==> src/sv/aoc_pkg.sv <==
// ----------------------------------------------------------------------------
// aoc_pkg
// Shared types, constants and helpers for the ARGB over compositor.
// ----------------------------------------------------------------------------
package aoc_pkg;

	localparam int unsigned PIXEL_W   = 32;
	localparam int unsigned CHAN_W    = 8;
	localparam int unsigned WEIGHT_W  = CHAN_W + 1;
	localparam int unsigned ALPHA_LSB = 24;

	// Restoring divider: one quotient bit per step, WEIGHT_W steps in total.
	localparam int unsigned DIV_STEPS_PER_STAGE = 3;
	localparam int unsigned DIV_STAGES          = WEIGHT_W / DIV_STEPS_PER_STAGE;

	// Input register, divider stages, blend stage.
	localparam int unsigned AOC_LATENCY = DIV_STAGES + 2;

	localparam logic [CHAN_W-1:0]   ALPHA_OPAQUE = 8'hFF;
	localparam logic [CHAN_W-1:0]   ALPHA_CLEAR  = 8'h00;
	localparam logic [WEIGHT_W-1:0] FULL_WEIGHT  = 9'h100;

	typedef enum logic [1:0] {
		KIND_TOP,
		KIND_BOTTOM,
		KIND_OPAQUE,
		KIND_GENERAL
	} kind_t;

	typedef struct packed {
		logic [PIXEL_W-1:0] top;
		logic [PIXEL_W-1:0] bot;
		kind_t              kind;
		logic [CHAN_W-1:0]  ao;
	} item_t;

	// One color channel weighted toward the top pixel by w out of 256.
	function automatic logic [CHAN_W-1:0] mix_channel(
		input logic [CHAN_W-1:0]   tc,
		input logic [CHAN_W-1:0]   bc,
		input logic [WEIGHT_W-1:0] w
	);
		logic [WEIGHT_W-1:0] wb;
		logic [16:0]         sum;
		wb  = FULL_WEIGHT - w;
		sum = 17'(tc) * 17'(w) + 17'(bc) * 17'(wb);
		return sum[15:8];
	endfunction

endpackage

==> src/sv/aoc_div_stage.sv <==
// ----------------------------------------------------------------------------
// aoc_div_stage
// One registered stage of the weight divider: a few restoring steps.
// ----------------------------------------------------------------------------
module aoc_div_stage
	import aoc_pkg::*;
(
	input  logic                clk,
	input  logic                arst_n,
	input  logic                prev_valid,
	input  item_t               prev_item,
	input  logic [WEIGHT_W-1:0] prev_rem,
	input  logic [WEIGHT_W-1:0] prev_quo,
	output logic                next_valid,
	output item_t               next_item,
	output logic [WEIGHT_W-1:0] next_rem,
	output logic [WEIGHT_W-1:0] next_quo
);

	logic                valid_q;
	item_t               item_q;
	logic [WEIGHT_W-1:0] rem_q;
	logic [WEIGHT_W-1:0] quo_q;

	logic [WEIGHT_W-1:0] rem_d;
	logic [WEIGHT_W-1:0] quo_d;

	// The remainder always stays below the divisor, so doubling it fits in 9 bits.
	always_comb begin
		logic [WEIGHT_W-1:0] divisor;
		logic [WEIGHT_W-1:0] r;
		logic                qb;
		divisor = {1'b0, prev_item.ao};
		r       = prev_rem;
		quo_d   = prev_quo;
		for (int i = 0; i < DIV_STEPS_PER_STAGE; i++) begin
			qb    = (r >= divisor);
			r     = qb ? (r - divisor) : r;
			r     = {r[WEIGHT_W-2:0], 1'b0};
			quo_d = {quo_d[WEIGHT_W-2:0], qb};
		end
		rem_d = r;
	end

	always_ff @(posedge clk or negedge arst_n) begin
		if (!arst_n) begin
			valid_q <= 1'b0;
		end else begin
			valid_q <= prev_valid;
		end
	end

	always_ff @(posedge clk) begin
		item_q <= prev_item;
		rem_q  <= rem_d;
		quo_q  <= quo_d;
	end

	assign next_valid = valid_q;
	assign next_item  = item_q;
	assign next_rem   = rem_q;
	assign next_quo   = quo_q;

endmodule

==> src/sv/argb_over_composite.sv <==
// ----------------------------------------------------------------------------
// argb_over_composite
// Porter-Duff over of two non-premultiplied ARGB8888 pixels, top over bottom.
// ----------------------------------------------------------------------------
// A word is taken whenever start is high and busy is low; busy never rises,
// so a new pixel pair may enter on every clock. Each result appears on
// blended_pixel with done high for one cycle, in input order, once its word
// has passed the pipeline: one input stage that forms the output alpha,
// three stages of a restoring divider that produce the 9-bit blend weight
// three bits at a time, and one stage that multiplies and blends the color
// channels.
module argb_over_composite
	import aoc_pkg::*;
(
	input  logic               clk,
	input  logic               arst_n,
	input  logic               start,
	output logic               busy,
	input  logic [PIXEL_W-1:0] top_pixel,
	input  logic [PIXEL_W-1:0] bottom_pixel,
	output logic               done,
	output logic [PIXEL_W-1:0] blended_pixel
);

	logic [CHAN_W-1:0] at_in;
	logic [CHAN_W-1:0] ab_in;
	kind_t             kind_in;
	logic [CHAN_W-1:0] ao_in;

	logic                valid_s1;
	item_t               item_s1;

	logic                valid_s2;
	item_t               item_s2;
	logic [WEIGHT_W-1:0] rem_s2;
	logic [WEIGHT_W-1:0] quo_s2;

	logic                valid_s3;
	item_t               item_s3;
	logic [WEIGHT_W-1:0] rem_s3;
	logic [WEIGHT_W-1:0] quo_s3;

	logic                valid_s4;
	item_t               item_s4;
	logic [WEIGHT_W-1:0] rem_s4;
	logic [WEIGHT_W-1:0] quo_s4;

	logic                valid_s5;
	logic [PIXEL_W-1:0]  pixel_s5;

	logic [PIXEL_W-1:0]  pixel_d;

	assign busy  = 1'b0;
	assign at_in = top_pixel[PIXEL_W-1:ALPHA_LSB];
	assign ab_in = bottom_pixel[PIXEL_W-1:ALPHA_LSB];

	always_comb begin
		if (at_in == ALPHA_OPAQUE || ab_in == ALPHA_CLEAR) begin
			kind_in = KIND_TOP;
		end else if (at_in == ALPHA_CLEAR) begin
			kind_in = KIND_BOTTOM;
		end else if (ab_in == ALPHA_OPAQUE) begin
			kind_in = KIND_OPAQUE;
		end else begin
			kind_in = KIND_GENERAL;
		end
	end

	// Output alpha: (65536 - (256 - at) * (256 - ab)) / 256.
	always_comb begin
		logic [WEIGHT_W-1:0] it;
		logic [WEIGHT_W-1:0] ib;
		logic [16:0]         prod;
		logic [16:0]         diff;
		it    = FULL_WEIGHT - {1'b0, at_in};
		ib    = FULL_WEIGHT - {1'b0, ab_in};
		prod  = 17'(it) * 17'(ib);
		diff  = 17'h10000 - prod;
		ao_in = diff[15:8];
	end

	always_ff @(posedge clk or negedge arst_n) begin
		if (!arst_n) begin
			valid_s1 <= 1'b0;
		end else begin
			valid_s1 <= start && !busy;
		end
	end

	always_ff @(posedge clk) begin
		item_s1.top  <= top_pixel;
		item_s1.bot  <= bottom_pixel;
		item_s1.kind <= kind_in;
		item_s1.ao   <= ao_in;
	end

	// Weight = at * 256 / ao; the remainder starts as the top alpha itself.
	aoc_div_stage u_div_a (
		.clk        (clk),
		.arst_n     (arst_n),
		.prev_valid (valid_s1),
		.prev_item  (item_s1),
		.prev_rem   ({1'b0, item_s1.top[PIXEL_W-1:ALPHA_LSB]}),
		.prev_quo   ('0),
		.next_valid (valid_s2),
		.next_item  (item_s2),
		.next_rem   (rem_s2),
		.next_quo   (quo_s2)
	);

	aoc_div_stage u_div_b (
		.clk        (clk),
		.arst_n     (arst_n),
		.prev_valid (valid_s2),
		.prev_item  (item_s2),
		.prev_rem   (rem_s2),
		.prev_quo   (quo_s2),
		.next_valid (valid_s3),
		.next_item  (item_s3),
		.next_rem   (rem_s3),
		.next_quo   (quo_s3)
	);

	aoc_div_stage u_div_c (
		.clk        (clk),
		.arst_n     (arst_n),
		.prev_valid (valid_s3),
		.prev_item  (item_s3),
		.prev_rem   (rem_s3),
		.prev_quo   (quo_s3),
		.next_valid (valid_s4),
		.next_item  (item_s4),
		.next_rem   (rem_s4),
		.next_quo   (quo_s4)
	);

	// The final remainder is not needed; the quotient is the weight, except over an opaque bottom, where the top alpha is.
	always_comb begin
		logic [WEIGHT_W-1:0] w;
		logic [CHAN_W-1:0]   alpha;
		logic                unused_rem;
		unused_rem = ^rem_s4;
		if (item_s4.kind == KIND_OPAQUE) begin
			w     = {1'b0, item_s4.top[PIXEL_W-1:ALPHA_LSB]};
			alpha = ALPHA_OPAQUE;
		end else begin
			w     = quo_s4;
			alpha = item_s4.ao;
		end
		case (item_s4.kind)
			KIND_TOP:    pixel_d = item_s4.top;
			KIND_BOTTOM: pixel_d = item_s4.bot;
			default: begin
				pixel_d = {alpha,
					mix_channel(item_s4.top[23:16], item_s4.bot[23:16], w),
					mix_channel(item_s4.top[15:8],  item_s4.bot[15:8],  w),
					mix_channel(item_s4.top[7:0],   item_s4.bot[7:0],   w)};
			end
		endcase
	end

	always_ff @(posedge clk or negedge arst_n) begin
		if (!arst_n) begin
			valid_s5 <= 1'b0;
		end else begin
			valid_s5 <= valid_s4;
		end
	end

	always_ff @(posedge clk) begin
		pixel_s5 <= pixel_d;
	end

	assign done          = valid_s5;
	assign blended_pixel = pixel_s5;

endmodule

==> config.mk <==
export PLATFORM = sky130hd
export DESIGN_NAME = argb_over_composite
export DESIGN_NICKNAME = d
export VERILOG_FILES = /design/src/sv/aoc_pkg.sv /design/src/sv/aoc_div_stage.sv /design/src/sv/argb_over_composite.sv
export SDC_FILE = /design/constraint.sdc
export NUM_CORES = 2
export LEC_CHECK = 0
export BUFFER_PORTS_ARGS = -buffer_cell sky130_fd_sc_hd__buf_4
export CAP_MARGIN = 20
export CORE_UTILIZATION = 34
export DETAILED_ROUTE_END_ITERATION = 8
export HOLD_SLACK_MARGIN = 0.05
export PLACE_DENSITY = 0.58
export SLEW_MARGIN = 30
export SYNTH_ARGS = -nofsm -noshare
export SYNTH_HDL_FRONTEND = slang
export SYNTH_SLANG_ARGS = --single-unit
==> constraint.sdc <==
create_clock -name clk -period 7.45 [get_ports clk]
set_input_delay 1.49 -clock clk [delete_from_list [all_inputs] [get_ports clk]]
set_output_delay 1.49 -clock clk [all_outputs]
set_load 0.02 [all_outputs]
After elaboration in Yosys (flattened, before gate mapping)

Index checks and enable logic that the tools add are counted.

Output and inout bits: 34
Register bits after elaboration: 367

Multiply operators: 7
Equality and inequality tests: 4
Magnitude comparators: 9
Add/sub/neg operators: 15
Reduce and logical (&&, ||, !) cells: 5
Multiplexer cells: 13

Operators by type and width:

| kind                                                                 | count |
|---|---|
| 8-bit by 9-bit multiplier with 16-bit output                         | 6 |
| 9-bit by 8-bit greater-or-equal comparator with 1-bit output         | 8 |
| 8-bit two-way mux                                                    | 9 |
| 32-bit one-hot mux with 2 select lines                               | 1 |
| 8-bit subtractor                                                     | 8 |
| 16-bit adder                                                         | 3 |
| 9-bit by 8-bit subtractor with 9-bit output (first input constant)   | 2 |
| 8-bit == test (second input constant)                                | 2 |
| 8-bit zero test                                                      | 2 |
| 9-bit by 9-bit multiplier with 16-bit output                         | 1 |
| 1-bit by 16-bit subtractor with 16-bit output (first input constant) | 1 |
| 9-bit two-way mux                                                    | 1 |
| 9-bit subtractor (first input constant)                              | 1 |
| 8-bit greater-or-equal comparator                                    | 1 |
| 2-bit by 1-bit == test with 1-bit output (second input constant)     | 1 |
| 2-bit == test (second input constant)                                | 1 |
| 2-bit zero test                                                      | 1 |
| 1-bit two-way mux                                                    | 2 |
| 2-bit OR reduction                                                   | 1 |
| 1-bit logical OR                                                     | 1 |

Depth between registers and ports, before layout

Word-level depth: 6
Mapped depth: 31
Gate-level depth less buffers: 28

Hierarchy

Synthesis repeated with hierarchy kept, for this count alone.

Cell total of the unflattened synthesis: 2916
Area, all modules: 28946.5 um^2

Modules (own cells, without submodules):

| module              | cells an instance | area each (um^2) | instances |
|---|---|---|---|
| argb_over_composite | 2130              | 19446.2          | 1 |
| aoc_div_stage       | 262               | 3166.8           | 3 |

Least setup slack after synthesis

Ideal clock, no wire load.

Path type: flip-flop to flip-flop
Start point: register u_div_c.item_q, in the netlist u_div_c.next_item[8]
End point: register pixel_s5[15] (netlist: blended_pixel[15])
Period minus slack after synthesis: 7.510 ns
Buffers on the path: 4
Required time: 7.319 ns
Cell stages (with the launch flop): 31
Arrival: 7.379 ns
Path slack: -0.060 ns
Path through: dfxtp_1 > nand2b_1 > buf_6 > mux2_2 > clkbuf_1 > inv_1 > ha_1 > inv_1 > or4b_1 > buf_2 > nor3_2 > xnor2_1 > buf_2 > nand2_1 > fa_1 > inv_1 > fa_1 > fa_1 > fa_1 > fa_1 > inv_1 > fa_1 > inv_1 > ha_1 > and2_1 > o21ai_0 > o21ai_0 > o41ai_2 > o2111ai_1 > xnor2_1 > mux2i_1

Cells in the longest elaborated chain, start to end: 6
Elaborated cells between the ends (all ways): 9
Those cells by class: add/sub: 2; mul: 2; eq/ne: 2; mux: 2; reduce/logical: 1

Ends and longest elaborated chain:

| item                                         | line                       | source |
|---|---|---|
| start, declared                              | aoc_div_stage.sv:21        | `item_t item_q;` |
| start signal, assigned                       | aoc_div_stage.sv:54        | `item_q <= prev_item;` |
| 2-bit == test                                | argb_over_composite.sv:143 | `if (item_s4.kind == KIND_OPAQUE) begin` |
| 9-bit two-way mux                            | argb_over_composite.sv:143 |  |
| 9-bit subtractor                             | aoc_pkg.sv:45              | `wb = FULL_WEIGHT - w;` |
| 8-bit by 9-bit multiplier with 16-bit output | aoc_pkg.sv:46              | `sum = 17'(tc) * 17'(w) + 17'(bc) * 17'(wb);` |
| 16-bit adder                                 | aoc_pkg.sv:46              |  |
| 32-bit one-hot mux with 2 select lines (*)   | argb_over_composite.sv:150 | `case (item_s4.kind)` |
| named net pixel_d[15]                        | argb_over_composite.sv:51  | `logic [PIXEL_W-1:0] pixel_d;` |
| end signal, assigned                         | argb_over_composite.sv:171 | `pixel_s5 <= pixel_d;` |
| end, declared                                | argb_over_composite.sv:49  | `logic [PIXEL_W-1:0] pixel_s5;` |

Mark *: on every way through the listed nets, which the timed path passes. The rest lies on a longest branch.
A chain may end at the register's enable or synchronous reset.

Final worst setup path

Ends and elaborated chain as after synthesis.

==> flow_summary.yaml <==
detailed_routing:
  drt_pass1_iterations: 6
  ant_nets: 0
  drtIter0Drc: 792
  drc: 8
  wl_per_cell_um: 15.84
  vias: 18382
  viasPerCell: 4.598
  totalWireLength_mm: 63.32
yosys:
  synth_top_area_cell: "fa_1"
  synth_edf_count: 0
  synth_seq_cells: 367
  synthTopCellsByCount: "inv_1, fa_1, dfxtp_1"
  synth-main-ff-cell: "dfxtp_1"
  synth_nets: 3536
  syn-mean-instance-area_um2: 9.921
  syn_area_mm2: 0.02789
  post-synth-top-count-cell: "inv_1"
  synthCells: 2811
  yosysTopAreaCellShare: 0.2649
  ys_types: 73
  async_reset_ff_frac: 0.01362
  ys_seq_area_frac: 0.2643
  yosys_warnings: 0
  synth_area_leaders: "fa_1, dfxtp_1, ha_1"
clock_tree:
  clockRootBuffer: "clkbuf_16"
  cts_max_level: 2
  cts_tree: "yes"
  cts_buffers: 41
  clk_latency_ns: 0.60
  cts.clk_slew.worst_paths_ns: 0.06
  clockBufferDepth: 3
  postCtsHoldBufs: 0
  cts_sinks: 367
critical_path:
  critPathLaunchType: "register"
  slowest_delay_ns: 0.56
  rr_worst_depth: 28
  crit_slowest_cell: "fa_1"
  cp_max_fo: 21
  worstSetupPathType: "register to register"
  worstPathRequired_ns: 7.89
  cp-end-kind: "register"
  crit_top_cell: "fa_1"
  worstPathArrival_ns: 7.59
cells_and_area:
  multiInputGateArea_mm2: 0.01831
  diodes: 0
  final-seq-area_mm2: 0.007375
  drive_gt1_frac: 0.1130
  layout.nets: 3632
  fillers: 7969
  syn_to_final_growth_pct: 13.58
sta:
  fin_tns_setup_ns: 0
  setup_viol_count_final: 0
  fmax_mhz: 139.9
  hold_violations: 0
  relSlewSlack: 0.4208
  tightest_slew_ns: 0.8689
  final.setup_skew_ns: 0.03631
  fin_crit_ns: 7.148
  rsz0062_at_grt: "true"
  drv_slew: 0
  finalCritPeriodShare: 0.9595
placed_design:
  hpwl_mm: 48.43
  place_congestion: 0.8656
  io_buffers: 99
floorplanning:
  die_x_um: 288.4
  coreArea_mm2: 0.08081
  floorplan.initialDensity: 0.3451
  die_h_um: 288.4
  num_rows: 104
  die-area_mm2: 0.08318
  io_pins: 101
global_routing:
  grt_pass1_vias: 19340
  grt_pass1_wl_mm: 103.3
  grt_max_degree: 56
  antenna_found_initial: 1
  grt_use_total: 0.1590
  overflow: 0
run_status:
  violations: "design-rule violations"
  status: "complete, but fails checks"
worst_hold_path:
  hold_depth: 0
  hp-class: "register to register"
job:
  cap_viol_max_count: 0
## routing by layer
metal | GRT usage | part of all wire
met5 | 0 | 0
met4 | 0.04259 | 0.024
met3 | 0.02164 | 0.042
met2 | 0.2706 | 0.48
met1 | 0.2109 | 0.45
## kinds of logic (layout without fill, tap and decap cells)
kind of cell    after synthesis  count (layout)  synth area share
other cells                   1               1         0.0001345
buf+inv                     614             741           0.08389
compound gates              207             207           0.04908
simple gates                759             759            0.1356
mux                          87              87           0.03459
flops                       367             367            0.2643
fa+ha+maj                   658             658            0.3945
xor+xnor                    118             118           0.03782
## critical path, delay by kind of cell (launching register included)
family                   cells  cell delay (ns)
AND/OR/NAND/NOR              5             1.13
XOR/XNOR                     2             0.28
multiplexers                 2             0.43
flip-flops                   1             0.31
adder cells (fa/ha/maj)      8             3.46
AO/OA/AOI/OAI                4             0.59
buffers and inverters        7             0.80
## final timing paths
kind                       slack (ns)                             to                          start
max in group asynchronous        6.66   u_div_c.next_valid$_DFF_PN0_                         arst_n
hold reg to reg                  0.31  u_div_c.next_item[44]$_DFF_P_  u_div_b.next_item[44]$_DFF_P_
setup reg to reg                 0.30      blended_pixel[15]$_DFF_P_   u_div_c.next_item[8]$_DFF_P_
hold / removal                   0.31  u_div_c.next_item[44]$_DFF_P_  u_div_b.next_item[44]$_DFF_P_
setup / recovery                 0.30      blended_pixel[15]$_DFF_P_   u_div_c.next_item[8]$_DFF_P_
min in group asynchronous        0.69             valid_s1$_DFF_PN0_                         arst_n
## registers in the layout, indices dropped and copies added, names as in the netlist, 3 cells and up
register,count
u_div_c.next_item,74
u_div_b.next_quo,6
u_div_a.next_rem,8
blended_pixel,32
u_div_b.next_rem,8
u_div_a.next_item,74
u_div_c.next_quo,9
u_div_a.next_quo,3
u_div_b.next_item,74
item_s1,74
## cell type report
type                            count  area share
Timing Repair Buffer              160     0.04108
Multi-Input combinational cell   1830      0.5780
Clock inverter                     24     0.01082
Sequential cell                   367      0.2328
Clock buffer                       50     0.03535
Tap cell                         1060     0.04187
Inverter                          507     0.06008
## what timing repair did
action                     in CTS  in global routing
hold endpoints to repair        0                  0
setup endpoints to repair       0                 17
buffers inserted                0                  3
gates resized for setup         0                 14
## stage by stage
step	worst slack [ns]	hold WS [ns]	std cells	instance area [µm²]	utilization
3_5_place_dp	0.03911	0.3121	3921	30110	0.3726
5_1_grt	-0.07086	0.3065	3998	31680	0.3920
6_report	0.3018	0.3116	3998	31680	0.3920
2_1_floorplan	0.0009970	0.3096	2811	27900	-
3_3_place_gp	0.1307	0.3100	3921	30100	0.3725
4_1_cts	0.01703	0.3072	3995	31570	0.3907
## cells in the final DEF (no fill, tap or decap), types with 9 or more instances in the layout
cell type  count
inv_1        502
fa_1         369
dfxtp_1      360
ha_1         289
nand2_1      248
and2_1       185
buf_4        153
nor2_1       133
xnor2_1       82
nor2b_1       61
mux2_2        56
o21ai_0       54
a21oi_1       53
clkbuf_16     41
xor2_1        28
mux2i_1       27
and3_1        23
nand3_1       20
nor3_1        20
nand4_1       18
nand2b_1      17
a21o_1        16
a211oi_1      13
or2_2          9
o21a_1         9
Power is not shown: default switching activity piles up to over one toggle a cycle in this logic, so the estimate is an artifact.
